===== config.mk =====
export PLATFORM = sky130hd
export DESIGN_NAME = fgcc_ram
export DESIGN_NICKNAME = d
export VERILOG_FILES = /design/src/sv/fgcc_ram.sv
export SDC_FILE = /design/constraint.sdc
export NUM_CORES = 1
export LEC_CHECK = 0
export BUFFER_PORTS_ARGS = -buffer_cell sky130_fd_sc_hd__buf_2
export CORE_UTILIZATION = 40
export CTS_CLUSTER_DIAMETER = 150
export DETAILED_ROUTE_END_ITERATION = 7
export HOLD_SLACK_MARGIN = 0.15
export PLACE_DENSITY_LB_ADDON = 0.1
export SLEW_MARGIN = 20
export SYNTH_ARGS = -nofsm -noshare
export SYNTH_HDL_FRONTEND = slang
export SYNTH_SLANG_ARGS = --single-unit

===== constraint.sdc =====
create_clock -name clk -period 2.08 [get_ports clk]
set_clock_uncertainty 0.05 [all_clocks]
set_input_delay 0.104 -clock clk [delete_from_list [all_inputs] [get_ports clk]]
set_output_delay 0.104 -clock clk [all_outputs]
set_load 0.01 [all_outputs]

===== src/sv/fgcc_ram.sv =====
module fgcc_ram #(
  parameter int DATA_W = 8,
  parameter int DEPTH  = 16,
  parameter int ADDR_W = 4
) (
  input  logic              clk,
  input  logic              we,
  input  logic [ADDR_W-1:0] waddr,
  input  logic [DATA_W-1:0] wdata,
  input  logic [ADDR_W-1:0] raddr,
  output logic [DATA_W-1:0] rdata
);

  logic [DATA_W-1:0] mem [DEPTH];
  logic [DATA_W-1:0] rdata_r;

  always_ff @(posedge clk) begin
    if (we) begin
      mem[waddr] <= wdata;
    end
    rdata_r <= mem[raddr];
  end

  assign rdata = rdata_r;

endmodule


==> flow_metrics.tcl, run 1 <==
set metrics [dict create \
    hold_viol 0 \
    cts-resized-gates 0 \
    dieHeight_um 115 \
    synth_edf_count 128 \
    cts_buffers 17 \
    routed_via_density 5.05 \
    synthesis.nets 247 \
    syn_area_um2 5150 \
    clock_latency_ns 0.41 \
    place_area_um2 5580 \
    ys_ff_latch 136 \
    ant_nets 0 \
    cap_violations 0 \
    final_max_slew_viol_count 0 \
    ys.flop_type "edfxtp_1" \
    overflow 0 \
    place_hpwl_um 6500 \
    instances_no_fill 477 \
    setup_ws_ns 0.585 \
    post-cts-setup-buffers 0 \
    drt_wl_total_um 10100 \
    drt_first_pass_iters 4 \
    drt_iter0_drc 198 \
    setup_viol 0 \
    rows 41 \
    max_freq_mhz 669 \
    status "complete, no violations" \
    vias 2409 \
    crit_type "flip-flop to flip-flop" \
    fin_area_um2 6230 \
    power.density_nw_per_um2 1010 \
    finalSetupTns_ns 0 \
    clkTransAtPathRegs_ns 0.05 \
    grt_pass1_wl_um 15200 \
    grt_pass1_vias 2499 \
    core_um2 12600 \
    grt_use_total_pct 17.1 \
    preCtsSetupSlack_ns 0.306 \
    total_power_mw 6.26 \
    yosysMostFrequentCell "edfxtp_1" \
    cts_max_path_buffers 2 \
    initial_core_util_pct 41.0 \
    drc 0 \
    hold_path.class "primary input to flip-flop" \
    async_reset_ff_share_pct 0 \
    crit_arrival_ns 1.73 \
    netlist_top_cells_count "edfxtp_1, mux4_2, a22oi_1" \
    yosys_warnings 0 \
    leakage_nw 2.12 \
    final_util_pct 49.5 \
    avgSynthCellArea_um2 22.5 \
    tightest_slew_ns 0.414 \
    antenna_found_initial 0 \
    cp-start-kind "flip-flop" \
    min_period_ns 1.49 \
    yosysUniqueCellTypes 19 \
    critPathCaptureType "flip-flop" \
    cts_root_buffer "clkbuf_16" \
    nets 311 \
    cts_tree "done" \
    die_w_um 115 \
    htree_levels 4 \
    avgRoutedWirePerCell_um 21.1 \
    yosysTopAreaCellShare_pct 74.7 \
    ir_drop_v 0.000526 \
    slew_headroom_pct 72.4 \
    grt_setup_unrepaired "no" \
    synth_area_leaders "edfxtp_1, mux4_2, mux4_1" \
    drive_above_1_share_pct 29.8 \
    yosys.area.top_type "edfxtp_1" \
    routabilityCongestion 0.704 \
    whs_ns 0.216 \
    cts_sinks 136 \
    syn2layout_area_growth_pct 21.0 \
    ys_seq_area_share_pct 77.8 \
    postSynthCellCount 229 \
    antenna_cells 0 \
    port_buffers 25 \
    place_inst 438 \
    fin_crit_sh_pct 71.9 \
    io_pins 26 \
    crit_fanout 1 \
    die_area_um2 13300 \
    cp.required_ns 2.31 \
    grt_max_degree 21 \
]
-- repair_timing --
| action | 4_1_cts | 5_1_grt |
|---|---|---|
| hold buffers | 8 | 0 |
| setup endpoints to repair | 0 | 0 |
| endpoints found under the hold margin | 128 | 0 |
-- cells in the final DEF, fill, tap and decap left out, drive strengths merged, types with 2 or more instances in the layout --
cell / instances
nand3b: 2
nand2b: 2
a22oi: 16
nor3: 4
dlygate4sd3: 8
mux4: 32
clkinv: 6
nand2: 9
dfxtp: 8
edfxtp: 128
buf: 47
bufinv: 3
nor2: 13
clkinvlp: 2
clkbuf: 20
-- registers in the layout, indices dropped and copies added, names as in the netlist --
| register | flops |
|---|---|
| rdata | 8 |
| mem | 128 |
-- layer usage --
metal | vias to the layer above | wire length (um) | global-route usage [%]
met3 | 6 | 381 | 5.91
met1 | 1257 | 4890 | 23.3
met2 | 49 | 4690 | 25.6
met5 | - | 0 | 0
li1 | 1097 | - | -
met4 | 0 | 99 | 6.23
-- path summary, 6_finish.rpt --
kind	startpoint	slack, ns	endpoint	cells after the start
worst min-delay path	raddr[3]	0.22	rdata[7]$_DFF_P_	5
worst max-delay path	mem[1][5]$_DFFE_PP_	0.59	rdata[5]$_DFF_P_	3
worst min register to register	mem[11][3]$_DFFE_PP_	0.62	rdata[3]$_DFF_P_	3
worst max register to register	mem[1][5]$_DFFE_PP_	0.59	rdata[5]$_DFF_P_	3
-- worst max-delay path, cell delays in order (launching register included) --
cell      delay [ns]
edfxtp_1        0.34
mux4_1          0.50
a22oi_1         0.36
nand2_1         0.12
-- power breakdown --
| part | internal, mW | switching (mW) | total, mW | leakage, nW |
|---|---|---|---|---|
| combinational | 0.134 | 0.169 | 0.303 | 0.624 |
| sequential | 3.07 | 0.0166 | 3.08 | 1.22 |
| clock | 1.85 | 1.02 | 2.88 | 0.272 |
| total | 5.05 | 1.21 | 6.26 | 2.12 |
-- kinds of logic (layout without fill, tap and decap cells) --
| logic type | Yosys count | count (layout) | share of synthesized area, % |
|---|---|---|---|
| DFF | 136 | 136 | 77.8 |
| and+or+nand+nor | 35 | 35 | 3.18 |
| muxes | 32 | 32 | 15.0 |
| AOI/OAI and AO/OA | 16 | 16 | 2.33 |
| buffers and inverters | 10 | 86 | 1.68 |
-- area by class of cell --
cell class                 count  area, um^2
clock buffer                  20         437
clock inverter                11         131
fill                        1042        6340
multi-input combinational     83        1060
sequential                   136        4000
tap                          172         215
timing repair buffer          55         383
(Power assumes the default switching activity.)
==> run 2: changes to the inputs <==
- ABC_AREA: default -> 1
- clock period: 2.08 -> 1.21 ns (I/O delays scaled with it)
==> run 2 against run 1 <==
  * Hold slack worse by 0.030 ns
  * Cell area is 11% higher
  * Wire length is 32% higher
  * Sequential share of layout area is 6.4 points lower
  * Critical endpoint is now rdata[1]$_DFF_P_
  * Register-to-register slack worse by 0.44 ns
==> flow_metrics.tcl, run 2 <==
set metrics [dict create \
    cts_buffers 17 \
    seqPwrFrac_pct 49.8 \
    cts_max_path_buffers 2 \
    ir_drop_v 0.000927 \
    whs_ns 0.186 \
    grt_max_degree 38 \
    worst_path_most_repeated_cell "nand3_1" \
    switching_share_pct 22.0 \
    crit_type "primary input to flip-flop" \
    nets 631 \
    async_reset_ff_share_pct 0 \
    port_buffers 25 \
    place_area_um2 6290 \
    clkPwrFrac_pct 43.2 \
    yosysMostFrequentCell "nand2_1" \
    rrSetupSlack_ns 0.15 \
    hold_viol 0 \
    place_hpwl_um 8370 \
    synthMuxAreaShare_pct 0 \
    crit_arrival_ns 1.35 \
    yosys_warnings 0 \
    cts_root_buffer "clkbuf_16" \
    final_common_cell "nand2_1" \
    cpPeakStageDelay_ns 0.52 \
    setup_viol 0 \
    crit_buf_inv 3 \
    drc 0 \
    avgSynthCellArea_um2 10.5 \
    die_area_um2 14900 \
    cp_slowest_cell "dlygate4sd3_1" \
    synth_top_family_by_area "simple AND/OR/NAND/NOR gates" \
    cap_violations 0 \
    cts_sinks 136 \
    io_pins 26 \
    leakage_nw 3.02 \
    core_um2 14000 \
    antenna_found_initial 0 \
    finalSetupTns_ns 0 \
    crit_family "buffers and inverters" \
    layout_common_cells "nand2_1, edfxtp_1, inv_1" \
    synth_xor_area_share_pct 0 \
    drt_wl_total_um 13300 \
    clock_latency_ns 0.42 \
    slew_headroom_pct 72.1 \
    dieHeight_um 122 \
    grt_pass1_vias 3610 \
    initial_core_util_pct 41.2 \
    yosys.area.top_type "edfxtp_1" \
    hold_path.class "primary input to flip-flop" \
    critPathCaptureType "flip-flop" \
    post-cts-setup-buffers 0 \
    cp-start-kind "primary input" \
    htree_levels 4 \
    place_inst 764 \
    ys_ff_latch 136 \
    syn_area_um2 5770 \
    grt_setup_unrepaired "no" \
    grt_pass1_wl_um 20900 \
    largest_register "mem" \
    postSynthCellCount 551 \
    routabilityCongestion 0.780 \
    ant_nets 0 \
    netlist_top_cells_count "nand2_1, edfxtp_1, inv_1" \
    vias 3769 \
    power.density_nw_per_um2 1540 \
    synthSimpleGateAreaFrac_pct 21.0 \
    power.switching_mw 2.34 \
    p_comb_share_pct 6.9 \
    cts-resized-gates 0 \
    rows 43 \
    largest_reg_flops 128 \
    ys_seq_area_share_pct 69.4 \
    intPower_mw 8.30 \
    crit_fanout 16 \
    fin_crit_sh_pct 89.9 \
    status "complete, no violations" \
    synthAdderAreaFrac_pct 0 \
    cts_tree "done" \
    total_power_mw 10.6 \
    synth_edf_count 128 \
    drt_first_pass_iters 4 \
    min_period_ns 1.09 \
    yosysUniqueCellTypes 12 \
    tightest_slew_ns 0.419 \
    antenna_cells 0 \
    clkTransAtPathRegs_ns 0.05 \
    fin_area_um2 6910 \
    drt_iter0_drc 316 \
    synth_area_leaders "edfxtp_1, nand2_1, nand3_1" \
    grt_use_total_pct 20.0 \
    synth_compound_area_share_pct 0 \
    die_w_um 122 \
    instances_no_fill 806 \
    ys.flop_type "edfxtp_1" \
    syn2layout_area_growth_pct 19.9 \
    crit_chain "dlygate4sd3_1, buf_2, buf_4, nand3_1, nand3_1, nand2_1" \
    cp.required_ns 1.47 \
    max_freq_mhz 920 \
    yosysTopAreaCellShare_pct 66.7 \
    overflow 0 \
    drive_above_1_share_pct 13.7 \
    synthesis.nets 569 \
    final_max_slew_viol_count 0 \
    avgRoutedWirePerCell_um 16.4 \
    routed_via_density 4.68 \
]
-- run 2: changes by cell type in the layout (fill, tap and decap cells not counted), moves of 5 or more --
cell	before	now
a22oi_1	16	0
nand2_1	9	173
buf_12	1	8
nand3_1	1	97
mux4_2	18	0
clkinv_2	3	8
mux4_1	14	0
inv_1	0	100
-- run 2: final cells by class --
type                       instances  area [um^2]
fill                            1307         7080
sequential                       136         4000
multi-input combinational        289         1210
timing repair buffer              67          566
clock buffer                      20          437
inverter                         102          383
tap                              180          225
clock inverter                    12         85.1
-- run 2: kinds of logic after synthesis --
logic type	count (synthesis)
buf+inv	126
flops	136
simple gates	289
-- run 2: final timing paths --
check	start	end	cells past startpoint
hold / removal	raddr[1]	rdata[7]$_DFF_P_	6
setup reg to reg	mem[11][4]$_DFFE_PP_	rdata[4]$_DFF_P_	6
hold reg to reg	mem[7][7]$_DFFE_PP_	rdata[7]$_DFF_P_	6
setup / recovery	raddr[2]	rdata[1]$_DFF_P_	6
-- run 2: metal layers --
| metal | vias up | part of all wire, % | GRT usage (%) |
|---|---|---|---|
| met4 | 0 | 2.1 | 9.22 |
| li1 | 1900 | - | - |
| met3 | 23 | 5.0 | 4.12 |
| met2 | 90 | 46 | 30.0 |
| met1 | 1756 | 47 | 27.7 |
| met5 | - | 0 | 0 |
-- run 2: metrics by stage --
step / util (%) / setup WS, ns
after floorplan: - / 0.149
after global placement: 45.0 / 0.0165
after detailed placement: 45.0 / 0.00801
after CTS: 49.4 / 0.129
after global routing: 49.4 / 0.0787
final: 49.4 / 0.123
-- run 2: repair_timing --
item / CTS / global route
endpoints found under the hold margin: 136 / 0
hold buffers: 10 / 0
setup endpoints to repair: 0 / 0
-- run 2: power by group through the flow --
stage          clock, mW  combinational, mW  sequential, mW
6_report            4.60              0.736            5.30
3_5_place_dp           0              0.722            5.40
3_3_place_gp           0              0.718            5.40
4_1_cts             4.66              0.749            5.30
2_1_floorplan          0              0.372            5.40
5_1_grt             4.87              0.819            5.31
-- run 2: worst min-delay path, delay by kind of cell --
family / cells / cell delay [ns]
simple gates: 4 / 0.26
buf+inv: 2 / 0.30
==> run 3: changes to the inputs <==
- clock period: 1.21 -> 1.23 ns (I/O delays scaled with it)
==> run 3 against run 2 <==
  * Hold slack gained 0.024 ns
  * Via count is 0.93% higher
  * Combinational power decreased by 1%
  * Die area is the same
  * Total power is 8.8% higher
  * Sequential share of layout area down 1.1 points
  * Utilization rose by 0.98 points
  * First-iteration DRC count increased by 15%
  * Count of clock-buffer cells in the layout rose by 4
  * Clock power up 22%
  * Cell area rose by 2.0%
  * Sequential cell count is the same
  * Largest power group is now the clock network
==> flow_metrics.tcl, run 3 (synthesized netlist as in run 2, its figures left out) <==
set metrics [dict create \
    grt_pass1_vias 3638 \
    drt_wl_total_um 13300 \
    largest_reg_flops 128 \
    routabilityCongestion 0.764 \
    grt_setup_unrepaired "no" \
    io_pins 26 \
    drt_iter0_drc 363 \
    layout_common_cells "nand2_1, edfxtp_1, inv_1" \
    crit_family "buffers and inverters" \
    min_period_ns 1.09 \
    met1_usage_pct 26.6 \
    max_freq_mhz 920 \
    core_um2 14000 \
    ant_nets 0 \
    nets 630 \
    cts_max_path_buffers 2 \
    largest_register "mem" \
    grt_pass1_wl_um 20700 \
    endpoint "rdata[7]$_DFF_P_" \
    status "complete, no violations" \
    cp_slowest_cell "dlygate4sd3_1" \
    final_common_cell "nand2_1" \
    cts_buffers 17 \
    grt.met2_usage_pct 29.7 \
    drc 0 \
    power.density_nw_per_um2 1640 \
    crit_cells 6 \
    htree_levels 4 \
    clkTransAtPathRegs_ns 0.05 \
    worstHoldStart "we" \
    crit_buf_inv 3 \
    tightest_slew_ns 0.417 \
    grt_use_total_pct 19.8 \
    rrSetupSlack_ns 0.17 \
    worst_path_most_repeated_cell "nand3_1" \
    antenna_cells 0 \
    cp-start-kind "primary input" \
    crit_arrival_ns 1.33 \
    cpPeakStageDelay_ns 0.52 \
    grt_max_degree 39 \
    die_area_um2 14900 \
    fin_crit_sh_pct 88.3 \
    crit_type "primary input to flip-flop" \
    vias 3804 \
    rr_worst_depth 6 \
    cp.required_ns 1.48 \
    total_power_mw 11.6 \
    clock_latency_ns 0.42 \
    port_buffers 25 \
    syn2layout_area_growth_pct 22.2 \
    drive_above_1_share_pct 13.9 \
    crit_fanout 16 \
    finalSetupTns_ns 0 \
    die_w_um 122 \
    ctsHoldBuffers 10 \
    place_hpwl_um 8370 \
    cts_root_buffer "clkbuf_16" \
    top_usage_layer "met2" \
    cp-startpoint "raddr[2]" \
    cts_sinks 136 \
    reg2reg_to "rdata[0]$_DFF_P_" \
    leakage_nw 3.08 \
    slew_headroom_pct 72.2 \
    rows 43 \
    r2r_start "mem[15][0]$_DFFE_PP_" \
    dieHeight_um 122 \
    final_max_slew_viol_count 0 \
    avgRoutedWirePerCell_um 16.5 \
    hold_path.class "primary input to flip-flop" \
    antenna_found_initial 0 \
    critPathCaptureType "flip-flop" \
    ir_drop_v 0.00107 \
    crit_chain "dlygate4sd3_1, buf_2, buf_4, nand3_1, nand3_1, nand2_1" \
    cts-resized-gates 0 \
    overflow 0 \
    post-cts-setup-buffers 0 \
    cts_tree "done" \
    cap_violations 0 \
    hold_viol 0 \
    setup_viol 0 \
    drt_first_pass_iters 6 \
    routed_via_density 4.73 \
    initial_core_util_pct 41.2 \
    use_met3_pct 4.45 \
]
run 3: cell types whose count changed in the layout (fill, tap and decap cells not counted):
cell	delta
clkinv_1	-1
clkbuf_8	+5
clkbuf_1	-1
clkinvlp_4	-1
bufinv_16	+4
buf_4	-1
clkinv_2	-6
run 3: final cells by class:
type,instances,area [um^2]
clock buffers,24,502
clock inverters,8,164
fillers,1292,6940
inverters,102,383
multi-input cells,289,1210
flip-flops and latches,136,4000
well taps,180,225
repair buffers,66,558
run 3: worst min path at each step:
stage,endpoint,slack (ns),depth (start not counted)
after floorplan,mem[0][0]$_DFFE_PP_,0.11,0
after global routing,mem[0][3]$_DFFE_PP_,0.23,4
after detailed placement,rdata[6],0.41,1
after CTS,mem[0][3]$_DFFE_PP_,0.19,4
after global placement,rdata[4],0.41,1
final,mem[0][3]$_DFFE_PP_,0.21,4
run 3: where the power goes:
part | leakage, nW | internal [mW] | switching, mW
Combinational | 1.53 | 0.256 | 0.473
Clock | 0.328 | 3.85 | 1.78
Sequential | 1.22 | 5.18 | 0.0318
run 3: stage by stage:
stage               hold slack (ns)  instance area, um^2  worst slack [ns]  util, %  std cells
CTS                           0.189                 7050             0.147     50.4        805
detailed placement            0.409                 6280            0.0474     44.9        763
global route                  0.228                 7050            0.0645     50.4        805
global placement              0.411                 6280            0.0483     44.9        763
floorplan                     0.110                 5770             0.168        -        551
finish                        0.211                 7050             0.143     50.4        805
run 3: metal layers:
| metal | share of wire [%] | wire (um) |
|---|---|---|
| met5 | 0 | 0 |
| met4 | 3.2 | 427 |
| met3 | 4.7 | 625 |
| met2 | 46 | 6140 |
| met1 | 46 | 6070 |
run 3: tightest hold or removal path: cells and delay by family:
| kind | cells | cell delay (ns) |
|---|---|---|
| AND/OR/NAND/NOR | 2 | 0.26 |
| buffers and inverters | 2 | 0.24 |
